<file path="src/hdl/cdq_pkg.sv">
// ---------------------------------------------------------------------------
// cdq_pkg
// Shared sizes, command codes and status codes for the circular deque.
// ---------------------------------------------------------------------------
package cdq_pkg;

  localparam int DEPTH   = 8;
  localparam int DATA_W  = 32;
  localparam int PTR_W   = (DEPTH > 1) ? $clog2(DEPTH) : 1;
  localparam int CMD_W   = 3;
  localparam int STAT_W  = 2;

  localparam logic [PTR_W-1:0] PTR_ZERO = '0;
  localparam logic [PTR_W-1:0] PTR_LAST = PTR_W'(DEPTH - 1);

  typedef enum logic [CMD_W-1:0] {
    CMD_PUSH_FRONT = 3'd0,
    CMD_PUSH_REAR  = 3'd1,
    CMD_POP_FRONT  = 3'd2,
    CMD_POP_REAR   = 3'd3,
    CMD_PEEK_FRONT = 3'd4
  } cmd_t;

  localparam logic [STAT_W-1:0] ST_OK        = 2'd0;
  localparam logic [STAT_W-1:0] ST_OVERFLOW  = 2'd1;
  localparam logic [STAT_W-1:0] ST_UNDERFLOW = 2'd2;

  // Write and read request from the controller to the entry store
  typedef struct packed {
    logic              wr_en;
    logic [PTR_W-1:0]  wr_addr;
    logic [DATA_W-1:0] wr_data;
    logic              rd_en;
    logic [PTR_W-1:0]  rd_addr;
  } mem_req_t;

  function automatic logic [PTR_W-1:0] wrap_inc(input logic [PTR_W-1:0] p);
    return (p == PTR_LAST) ? PTR_ZERO : PTR_W'(p + 1'b1);
  endfunction

  function automatic logic [PTR_W-1:0] wrap_dec(input logic [PTR_W-1:0] p);
    return (p == PTR_ZERO) ? PTR_LAST : PTR_W'(p - 1'b1);
  endfunction

endpackage

</file>
<file path="src/hdl/circular_deque_controller.sv">
// ---------------------------------------------------------------------------
// circular_deque_controller
// Double-ended queue in a circular entry store with front/rear pointers.
// ---------------------------------------------------------------------------
//  channel | ports                                   | handshake
//  --------+-----------------------------------------+---------------------
//  input   | in_command, in_push_value               | start & !busy
//  result  | out_result_value, out_status,           | out_valid, one cycle
//          | out_now_empty, out_now_full             |
//
// One command per cycle; each result appears in the cycle after its command,
// from the registered read of the entry store. busy stays low: a push
// writes the store at acceptance and a later read sees it. Reset empties the
// queue at once; the store itself is not cleared. Results cannot be stalled.
// ---------------------------------------------------------------------------
module circular_deque_controller (
  input  logic                              clk,
  input  logic                              rst_n,
  input  logic                              start,
  output logic                              busy,
  input  logic [cdq_pkg::CMD_W-1:0]         in_command,
  input  logic signed [cdq_pkg::DATA_W-1:0] in_push_value,
  output logic                              out_valid,
  output logic signed [cdq_pkg::DATA_W-1:0] out_result_value,
  output logic [cdq_pkg::STAT_W-1:0]        out_status,
  output logic                              out_now_empty,
  output logic                              out_now_full
);

  logic                       accept;
  cdq_pkg::mem_req_t          mem_req;
  logic [cdq_pkg::DATA_W-1:0] rd_data;
  logic                       res_use_mem;

  assign busy   = 1'b0;
  assign accept = start && !busy;

  cdq_ctrl u_ctrl (
    .clk         (clk),
    .rst_n       (rst_n),
    .accept      (accept),
    .command     (in_command),
    .push_value  (in_push_value),
    .mem_req     (mem_req),
    .res_valid   (out_valid),
    .res_use_mem (res_use_mem),
    .res_status  (out_status),
    .res_empty   (out_now_empty),
    .res_full    (out_now_full)
  );

  cdq_ram #(
    .WORDS  (cdq_pkg::DEPTH),
    .WIDTH  (cdq_pkg::DATA_W),
    .ADDR_W (cdq_pkg::PTR_W)
  ) u_ram (
    .clk     (clk),
    .wr_en   (mem_req.wr_en),
    .wr_addr (mem_req.wr_addr),
    .wr_data (mem_req.wr_data),
    .rd_en   (mem_req.rd_en),
    .rd_addr (mem_req.rd_addr),
    .rd_data (rd_data)
  );

  // zero the value for pushes, errors and unused codes
  assign out_result_value = res_use_mem ? $signed(rd_data) : '0;

endmodule

</file>
<file path="src/hdl/cdq_ram.sv">
// ---------------------------------------------------------------------------
// cdq_ram
// Single-port-write, single-port-read synchronous RAM, registered read data.
// ---------------------------------------------------------------------------
module cdq_ram #(
  parameter int WORDS  = 8,
  parameter int WIDTH  = 32,
  parameter int ADDR_W = (WORDS > 1) ? $clog2(WORDS) : 1
) (
  input  logic              clk,
  input  logic              wr_en,
  input  logic [ADDR_W-1:0] wr_addr,
  input  logic [WIDTH-1:0]  wr_data,
  input  logic              rd_en,
  input  logic [ADDR_W-1:0] rd_addr,
  output logic [WIDTH-1:0]  rd_data
);

  logic [WIDTH-1:0] mem [WORDS];
  logic [WIDTH-1:0] rd_data_r;

  always_ff @(posedge clk) begin
    if (wr_en) begin
      mem[wr_addr] <= wr_data;
    end
    if (rd_en) begin
      rd_data_r <= mem[rd_addr];
    end
  end

  assign rd_data = rd_data_r;

endmodule

</file>
<file path="src/hdl/cdq_ctrl.sv">
// ---------------------------------------------------------------------------
// cdq_ctrl
// Pointer and flag keeper: decodes a command, checks the guards, issues the
// store access and registers status and flags for the result.
// ---------------------------------------------------------------------------
module cdq_ctrl (
  input  logic                          clk,
  input  logic                          rst_n,
  input  logic                          accept,
  input  logic [cdq_pkg::CMD_W-1:0]     command,
  input  logic [cdq_pkg::DATA_W-1:0]    push_value,
  output cdq_pkg::mem_req_t             mem_req,
  output logic                          res_valid,
  output logic                          res_use_mem,
  output logic [cdq_pkg::STAT_W-1:0]    res_status,
  output logic                          res_empty,
  output logic                          res_full
);

  logic [cdq_pkg::PTR_W-1:0]  front_r, front_nxt;
  logic [cdq_pkg::PTR_W-1:0]  rear_r, rear_nxt;
  logic                       empty_r, empty_nxt;
  logic                       full_now, full_nxt;
  logic                       valid_r, use_mem_r, use_mem_nxt;
  logic [cdq_pkg::STAT_W-1:0] status_r, status_nxt;
  logic                       o_empty_r, o_full_r;
  cdq_pkg::cmd_t              cmd;

  assign cmd      = cdq_pkg::cmd_t'(command);
  assign full_now = !empty_r && (cdq_pkg::wrap_inc(rear_r) == front_r);
  assign full_nxt = !empty_nxt && (cdq_pkg::wrap_inc(rear_nxt) == front_nxt);

  always_comb begin
    front_nxt       = front_r;
    rear_nxt        = rear_r;
    empty_nxt       = empty_r;
    status_nxt      = cdq_pkg::ST_OK;
    use_mem_nxt     = 1'b0;
    mem_req.wr_en   = 1'b0;
    mem_req.wr_addr = cdq_pkg::PTR_ZERO;
    mem_req.wr_data = push_value;
    mem_req.rd_en   = 1'b0;
    mem_req.rd_addr = front_r;
    unique case (cmd)
      cdq_pkg::CMD_PUSH_FRONT, cdq_pkg::CMD_PUSH_REAR: begin
        if (full_now) begin
          status_nxt = cdq_pkg::ST_OVERFLOW;
        end else if (empty_r) begin
          // first entry always lands at slot zero
          front_nxt     = cdq_pkg::PTR_ZERO;
          rear_nxt      = cdq_pkg::PTR_ZERO;
          empty_nxt     = 1'b0;
          mem_req.wr_en = accept;
        end else if (cmd == cdq_pkg::CMD_PUSH_FRONT) begin
          front_nxt       = cdq_pkg::wrap_dec(front_r);
          mem_req.wr_en   = accept;
          mem_req.wr_addr = front_nxt;
        end else begin
          rear_nxt        = cdq_pkg::wrap_inc(rear_r);
          mem_req.wr_en   = accept;
          mem_req.wr_addr = rear_nxt;
        end
      end
      cdq_pkg::CMD_POP_FRONT, cdq_pkg::CMD_POP_REAR, cdq_pkg::CMD_PEEK_FRONT: begin
        if (empty_r) begin
          status_nxt = cdq_pkg::ST_UNDERFLOW;
        end else begin
          use_mem_nxt   = 1'b1;
          mem_req.rd_en = accept;
          if (cmd == cdq_pkg::CMD_POP_REAR) begin
            mem_req.rd_addr = rear_r;
          end
          if (cmd != cdq_pkg::CMD_PEEK_FRONT) begin
            if (front_r == rear_r) begin
              // last entry gone: return to the reset position
              empty_nxt = 1'b1;
              front_nxt = cdq_pkg::PTR_ZERO;
              rear_nxt  = cdq_pkg::PTR_ZERO;
            end else if (cmd == cdq_pkg::CMD_POP_FRONT) begin
              front_nxt = cdq_pkg::wrap_inc(front_r);
            end else begin
              rear_nxt = cdq_pkg::wrap_dec(rear_r);
            end
          end
        end
      end
      default: begin
        // unused code: no effect, report current flags
      end
    endcase
  end

  always_ff @(posedge clk) begin
    if (!rst_n) begin
      front_r <= cdq_pkg::PTR_ZERO;
      rear_r  <= cdq_pkg::PTR_ZERO;
      empty_r <= 1'b1;
      valid_r <= 1'b0;
    end else begin
      valid_r <= accept;
      if (accept) begin
        front_r <= front_nxt;
        rear_r  <= rear_nxt;
        empty_r <= empty_nxt;
      end
    end
  end

  always_ff @(posedge clk) begin
    if (accept) begin
      use_mem_r <= use_mem_nxt;
      status_r  <= status_nxt;
      o_empty_r <= empty_nxt;
      o_full_r  <= full_nxt;
    end
  end

  assign res_valid   = valid_r;
  assign res_use_mem = use_mem_r;
  assign res_status  = status_r;
  assign res_empty   = o_empty_r;
  assign res_full    = o_full_r;

endmodule

</file>
<file path="config.mk">
export PLATFORM = sky130hd
export DESIGN_NAME = circular_deque_controller
export DESIGN_NICKNAME = d
export VERILOG_FILES = /design/src/hdl/cdq_pkg.sv /design/src/hdl/circular_deque_controller.sv /design/src/hdl/cdq_ram.sv /design/src/hdl/cdq_ctrl.sv
export SDC_FILE = /design/constraint.sdc
export NUM_CORES = 1
export LEC_CHECK = 0
export ABC_AREA = 1
export BUFFER_PORTS_ARGS = -buffer_cell sky130_fd_sc_hd__buf_2
export CAP_MARGIN = 10
export CORE_ASPECT_RATIO = 0.7
export CORE_MARGIN = 5
export CORE_UTILIZATION = 30
export CTS_BUF_LIST = sky130_fd_sc_hd__clkbuf_16
export DETAILED_ROUTE_END_ITERATION = 16
export PLACE_DENSITY = 0.44
export SLEW_MARGIN = 20
export SYNTH_ARGS = -nofsm -noshare
export SYNTH_HDL_FRONTEND = slang
export SYNTH_SLANG_ARGS = --single-unit
</file>
<file path="constraint.sdc">
create_clock -name clk -period 4.8 [get_ports clk]
set_clock_uncertainty 0.15 [all_clocks]
set_input_delay 0.96 -clock clk [delete_from_list [all_inputs] [get_ports clk]]
set_output_delay 0.96 -clock clk [all_outputs]
set_load 0.005 [all_outputs]
</file>
==> impl_metrics.env, run 1 <==
export IMPL_outcome="finished, final reports clean"
export IMPL_grt_util_all_layers=0.133
export IMPL_worst_r2r_path_depth=12
export IMPL_fp_dieW_um=254
export IMPL_wl_um=30900
export IMPL_setup_tns_ns=0
export IMPL_worstHoldPathCells=1
export IMPL_multiInputGateArea_um2=2930
export IMPL_drt_iter0_drc=510
export IMPL_fmax_mhz=284
export IMPL_drc_errors=0
export IMPL_timing_final_ws_setup_ns=1.28
export IMPL_share_seq_of_total_power=0.528
export IMPL_fin_cells=1691
export IMPL_die_h_um=181
export IMPL_cts_resized=0
export IMPL_cts_reportedPaths_clkPinSlew_ns=0.06
export IMPL_synth_edf_count=293
export IMPL_nFillCells=4131
export IMPL_ys_async_sr_fraction=0
export IMPL_fin_crit_sh=0.733
export IMPL_utilization=0.352
export IMPL_row_count=62
export IMPL_coreArea_um2=41100
export IMPL_seqCellArea_um2=8960
export IMPL_grt_pass1_vias=8041
export IMPL_hold_buffers=0
export IMPL_post_cts_buffers=0
export IMPL_setup_viol=0
export IMPL_grt_pass1_wl_um=48500
export IMPL_r2r_end="u_ram.mem[5][20]"
export IMPL_crit_required_ns=4.91
export IMPL_wire_per_inst_um=18.2
export IMPL_worstPathArrival_ns=3.63
export IMPL_power_density_nw_per_um2=384
export IMPL_min_to="u_ctrl.res_use_mem"
export IMPL_drive_gt1_frac=0.134
export IMPL_startpoint_type="register"
export IMPL_post_dp_hpwl_um=17700
export IMPL_switching_share=0.226
export IMPL_reg2reg_from="u_ctrl.rear_r[0]"
export IMPL_crit_top_cell="inv_1"
export IMPL_cts_sink_count=301
export IMPL_routabilityCongestion=0.860
export IMPL_cts_buffers_inserted=30
export IMPL_postRouteAntennaNets=0
export IMPL_path_cells="inv_1 -> ha_1 -> inv_1 -> nand2_1 -> inv_1 -> nor2_1 -> nand3_2 -> inv_1 -> nor3_1 -> nand4_1 -> nor2_4 -> buf_12"
export IMPL_start_util=0.305
export IMPL_synth_net_count=1101
export IMPL_end_kind="register"
export IMPL_ys_warn_count=0
export IMPL_antenna_found_initial=4
export IMPL_grt_setup_unrepaired="no"
export IMPL_vias_per_cell=4.69
export IMPL_power_w=0.00555
export IMPL_syn_inst=1054
export IMPL_synth_area_leader_cell="edfxtp_1"
export IMPL_min_period_ns=3.52
export IMPL_htree_levels=1
export IMPL_place_ws_ns=1.08
export IMPL_worst_setup_path_type="register to register"
export IMPL_crit_slowest_cell="nor2_4"
export IMPL_combPwrFrac=0.067
export IMPL_cts_max_path_buffers=3
export IMPL_avgSynthCellArea_um2=11.9
export IMPL_p_int_w=0.00429
export IMPL_cpPeakStageDelay_ns=0.64
export IMPL_netlist_top_cells_area="edfxtp_1 70%, nor2_1 4.7%, o21ai_0 4.6%, nand2_1 4.1%, o22ai_1 3.2%"
export IMPL_portBuffers=74
export IMPL_maxSlewViolCount=0
export IMPL_netlist_area_um2=12500
export IMPL_power_leakage_nw=5.32
export IMPL_worst_slew_pin_slew_ns=0.921
export IMPL_yosysMostFrequentCell="edfxtp_1"
export IMPL_die_area_um2=46000
export IMPL_hold_viol=0
export IMPL_path_max_fanout=17
export IMPL_grt_max_degree=129
export IMPL_io_pins=76
export IMPL_ys_types=34
export IMPL_area_delta_synth_final_pct=15.5
export IMPL_ys_ff_latch=301
export IMPL_grt_overflow=0
export IMPL_drv_cap=0
export IMPL_synth_top_area_share=0.702
export IMPL_nets=1170
export IMPL_cts_tree="built"
export IMPL_vias=7928
export IMPL_yosys_most_used_dff="edfxtp_1"
export IMPL_p_sw_w=0.00126
export IMPL_cts_root_buf="clkbuf_16"
export IMPL_insertion_delay_ns=0.56
export IMPL_ys_top_cells_by_count="293 x edfxtp_1, 156 x nor2_1, 136 x nand2_1"
export IMPL_relSlewSlack=0.385
export IMPL_vdd_drop_max_uv=292
export IMPL_synth_seq_area_share=0.715
export IMPL_worst_hold_path_type="register to register"
export IMPL_first_pass_iters=5
export IMPL_r2r_slack_ns=1.28
export IMPL_power_clock_fraction=0.405
export IMPL_hold_path_startpoint="u_ctrl.empty_r"
export IMPL_place_inst=1635
-- stage by stage --
step / hold WS [ns] / instance area [um2]
5_1_grt: 0.509 / 14500
4_1_cts: 0.476 / 14500
6_report: 0.472 / 14500
2_1_floorplan: 0.378 / 12500
3_3_place_gp: 0.460 / 13500
3_5_place_dp: 0.459 / 13500
-- how the worst max path moves through the flow --
stage,depth (start not counted),to,start,slack [ns]
floorplan,3,u_ram.rd_data[0],start,0.56
global placement,9,u_ram.mem[5][8],in_command[1],1.13
detailed placement,7,u_ram.mem[2][18],in_command[1],1.08
CTS,12,u_ram.mem[5][20],u_ctrl.rear_r[0],1.29
global route,12,u_ram.mem[5][1],u_ctrl.rear_r[0],1.06
finish,12,u_ram.mem[5][20],u_ctrl.rear_r[0],1.28
-- state kept, by name, summed over array words and instances (netlist names) --
signal,count
u_ram.mem,256
u_ram.rd_data,32
u_ctrl.front_r,3
u_ctrl.rear_r,3
u_ctrl.res_status,2
u_ctrl.empty_r,1
u_ctrl.res_empty,1
u_ctrl.res_full,1
u_ctrl.res_use_mem,1
u_ctrl.res_valid,1
-- kinds of logic (layout without fill, tap and decap cells) --
family | after synthesis | in the layout | synth area share
xor gates and xnor gates | 2 | 2 | 0.00140
adders and majority gates | 9 | 9 | 0.00899
DFF | 301 | 301 | 0.715
buffers and inverters | 156 | 247 | 0.0580
AOI/OAI and AO/OA | 256 | 256 | 0.110
and+or+nand+nor | 329 | 329 | 0.106
other | 1 | 3 | 0.000299
-- power groups by stage --
stage          logic (W)  registers (W)  clock network, W
2_1_floorplan   0.000245        0.00298                 0
3_3_place_gp    0.000381        0.00299                 0
3_5_place_dp    0.000379        0.00299                 0
4_1_cts         0.000380        0.00293           0.00233
5_1_grt         0.000427        0.00293           0.00242
6_report        0.000372        0.00293           0.00225
-- placed cells by master (no fill, tap or decap), drive strengths merged, types with 2 or more instances in the layout --
master | Yosys | final
buf | 42 | 91
o21ai | 179 | 179
clkbuf | 12 | 31
nand3b | 2 | 2
nand3 | 24 | 24
nand2 | 138 | 138
diode | 0 | 2
bufinv | 0 | 2
dfxtp | 8 | 8
a21oi | 8 | 8
inv | 100 | 104
nor3 | 3 | 3
clkinv | 2 | 18
xnor2 | 2 | 2
ha | 9 | 9
o22ai | 64 | 64
nand4 | 4 | 4
nor2 | 157 | 157
edfxtp | 293 | 293
a31oi | 2 | 2
-- worst max-delay path, delay by kind of cell (launching register included) --
family,cells,cell delay (ns)
flops,1,0.54
buf+inv,5,0.75
simple gates,6,1.39
fa+ha+maj,1,0.38
-- metal layers --
layer  wire [um]  up-vias  global-route usage
li1            -     3858                   -
met1       15500     3898               0.198
met2       13700      130               0.202
met3        1060       40              0.0223
met4         623        2              0.0333
met5           7        -                   0
-- layout make-up --
cell class	instances	area share
Sequential cell	301	0.619
Multi-Input combinational cell	597	0.203
Clock buffer	31	0.0536
Tap cell	544	0.0470
Timing Repair Buffer	91	0.0396
Inverter	102	0.0266
Clock inverter	23	0.0110
Antenna cell	2	0.000346
(Power assumes the default switching activity.)
==> run 2, diff against run 1 <==
ABC_AREA = 0   (was 1)
clock period = 3.5 ns   (was 4.8 ns; I/O delays follow)
==> run 2 against run 1 <==
Against the previous run:
- register-to-register slack worse by 0.87 ns
- worst setup slack worse by 0.87 ns
- global-route usage down 0.98 points
- area after synthesis down 1.8%
- sequential share of layout area down 1.5 points
- non-clock buffer count up 35
- synthesized cell count down 42%
- count of clock-buffer cells in the layout down 1
- via count down 24%
- sequential power up 37%
- core utilization up 1.2 points
- maximum frequency up 14%
- largest power group unchanged
==> impl_metrics.env, run 2 <==
export IMPL_r2r_end="u_ctrl.res_full"
export IMPL_drive_gt1_frac=0.336
export IMPL_grt_max_degree=39
export IMPL_hold_path_startpoint="rst_n"
export IMPL_row_count=62
export IMPL_grt_setup_unrepaired="no"
export IMPL_vias=6024
export IMPL_power_w=0.00777
export IMPL_antenna_found_initial=4
export IMPL_reg2reg_from="u_ctrl.rear_r[0]"
export IMPL_netlist_area_um2=12300
export IMPL_cts_resized=0
export IMPL_path_max_fanout=6
export IMPL_synth_area_leader_cell="edfxtp_1"
export IMPL_relSlewSlack=0.619
export IMPL_placed_area_um2=13800
export IMPL_die_h_um=179
export IMPL_hold_buffers=0
export IMPL_end_kind="register"
export IMPL_grt_pass1_vias=6475
export IMPL_ys_ff_latch=301
export IMPL_vdd_drop_max_uv=383
export IMPL_power_density_nw_per_um2=524
export IMPL_avgSynthCellArea_um2=20.0
export IMPL_nets=788
export IMPL_synth_edf_count=293
export IMPL_grt_overflow=0
export IMPL_netlist_top_cells_area="edfxtp_1 72%, mux4_1 7.0%, mux4_2 5.7%, mux2_2 2.9%, and2_1 1.8%"
export IMPL_outcome="finished, final reports clean"
export IMPL_crit_required_ns=3.71
export IMPL_worstHoldPathCells=2
export IMPL_largest_register="u_ram.mem"
export IMPL_htree_levels=1
export IMPL_die_area_um2=45200
export IMPL_ys_top_cells_by_count="293 x edfxtp_1, 35 x and2_1, 33 x mux4_1"
export IMPL_n_antenna_cell=0
export IMPL_r2r_slack_ns=0.41
export IMPL_largest_register_ffs=256
export IMPL_fin_crit_sh=0.882
export IMPL_cts_sink_count=301
export IMPL_ys_warn_count=0
export IMPL_synth_top_area_share=0.715
export IMPL_grt_pass1_wl_um=42400
export IMPL_portBuffers=74
export IMPL_final_cell_mix="293 x edfxtp_1, 74 x buf_2, 38 x buf_4, 35 x and2_1, 33 x mux4_1"
export IMPL_setup_tns_ns=0
export IMPL_drt_iter0_drc=302
export IMPL_fp_dieW_um=252
export IMPL_io_pins=76
export IMPL_ys_async_sr_fraction=0
export IMPL_hold_viol=0
export IMPL_crit_slowest_cell="dfxtp_1"
export IMPL_cts_tree="built"
export IMPL_cts_max_path_buffers=3
export IMPL_utilization=0.363
export IMPL_grt_util_all_layers=0.123
export IMPL_vias_per_cell=4.60
export IMPL_wl_um=28200
export IMPL_drc_errors=0
export IMPL_yosys_most_used_dff="edfxtp_1"
export IMPL_drv_cap=0
export IMPL_min_to="u_ctrl.empty_r"
export IMPL_synth_seq_area_share=0.728
export IMPL_cts_root_buf="clkbuf_16"
export IMPL_maxSlewViolCount=0
export IMPL_post_dp_hpwl_um=17300
export IMPL_start_util=0.302
export IMPL_ys_types=54
export IMPL_postRouteAntennaNets=0
export IMPL_worst_setup_path_type="register to register"
export IMPL_area_delta_synth_final_pct=20.5
export IMPL_final_common_cell="edfxtp_1"
export IMPL_power_leakage_nw=5.20
export IMPL_worst_hold_path_type="input pin to register"
export IMPL_seqCellArea_um2=8960
export IMPL_wire_per_inst_um=21.6
export IMPL_worstPathArrival_ns=3.30
export IMPL_coreArea_um2=40800
export IMPL_post_cts_buffers=0
export IMPL_fmax_mhz=324
export IMPL_fin_area_um2=14800
export IMPL_cts_reportedPaths_clkPinSlew_ns=0.06
export IMPL_yosysMostFrequentCell="edfxtp_1"
export IMPL_cpPeakStageDelay_ns=0.39
export IMPL_setup_viol=0
export IMPL_path_cells="ha_1 -> ha_1 -> xor2_1 -> nor4_4 -> nor2_1 -> nor3_1 -> a2111oi_0 -> buf_4 -> o21ai_1 -> ha_1 -> xor2_1 -> nor4_1"
export IMPL_insertion_delay_ns=0.57
export IMPL_cts_buffers_inserted=30
export IMPL_routabilityCongestion=0.783
export IMPL_startpoint_type="register"
export IMPL_worst_r2r_path_depth=12
export IMPL_multiInputGateArea_um2=3160
export IMPL_syn_inst=615
export IMPL_crit_top_cell="ha_1"
export IMPL_nFillCells=3857
export IMPL_first_pass_iters=5
export IMPL_min_period_ns=3.09
export IMPL_synth_net_count=662
export IMPL_worst_slew_pin_slew_ns=0.564
run 2: report_power, final:
part           total, W  switching, W  internal (W)
Combinational  0.000403      0.000216      0.000188
Clock           0.00337       0.00136       0.00201
Sequential      0.00400     0.0000127       0.00398
Total           0.00777       0.00159       0.00618
run 2: worst max-delay path: cells and delay by family, from the launching register on:
kind            cells  cell delay, ns
simple gates        4            0.55
buf+inv             1            0.19
fa+ha+maj           3            0.86
flops               1            0.39
compound gates      2            0.34
xor+xnor            2            0.42
run 2: area by class of cell:
cell class,count,share of cell area
sequential,301,0.604
timing repair buffer,126,0.0631
multi-input combinational,270,0.213
clock inverter,26,0.0202
inverter,12,0.00304
clock buffer,30,0.0506
tap,544,0.0459
run 2: logic make-up after synthesis:
group	synth area share
flip-flops	0.728
XOR/XNOR	0.00712
multiplexers	0.161
AO/OA/AOI/OAI	0.0252
other	0.000305
AND/OR/NAND/NOR	0.0456
buffers and inverters	0.0232
adder cells (fa/ha/maj)	0.00915
run 2: how the worst max path moves through the flow:
stage | from | endpoint | slack [ns] | cells past startpoint
after global placement | in_command[2] | u_ram.rd_data[9] | 0.31 | 7
after detailed placement | in_command[2] | u_ram.rd_data[9] | 0.30 | 7
final | u_ctrl.rear_r[0] | u_ctrl.res_full | 0.41 | 12
after floorplan | u_ctrl.rear_r[0] | u_ram.mem[3][0] | -0.13 | 9
after global routing | u_ctrl.rear_r[0] | u_ctrl.res_full | 0.18 | 13
after CTS | u_ctrl.rear_r[0] | u_ram.mem[4][7] | 0.36 | 10
run 2: through the flow:
step | hold WS, ns | cells | setup WS (ns)
4_1_cts | 0.186 | 1309 | 0.361
2_1_floorplan | 0.463 | 615 | -0.133
3_3_place_gp | 0.428 | 1253 | 0.308
3_5_place_dp | 0.416 | 1253 | 0.301
6_report | 0.217 | 1309 | 0.413
5_1_grt | 0.198 | 1309 | 0.175
run 2: layer usage:
layer / up-vias / GRT usage / wire, um
met5: - / 0 / 34
met3: 42 / 0.0231 / 1010
li1: 2764 / - / -
met1: 3122 / 0.179 / 13500
met2: 92 / 0.198 / 13300
met4: 4 / 0.0195 / 431
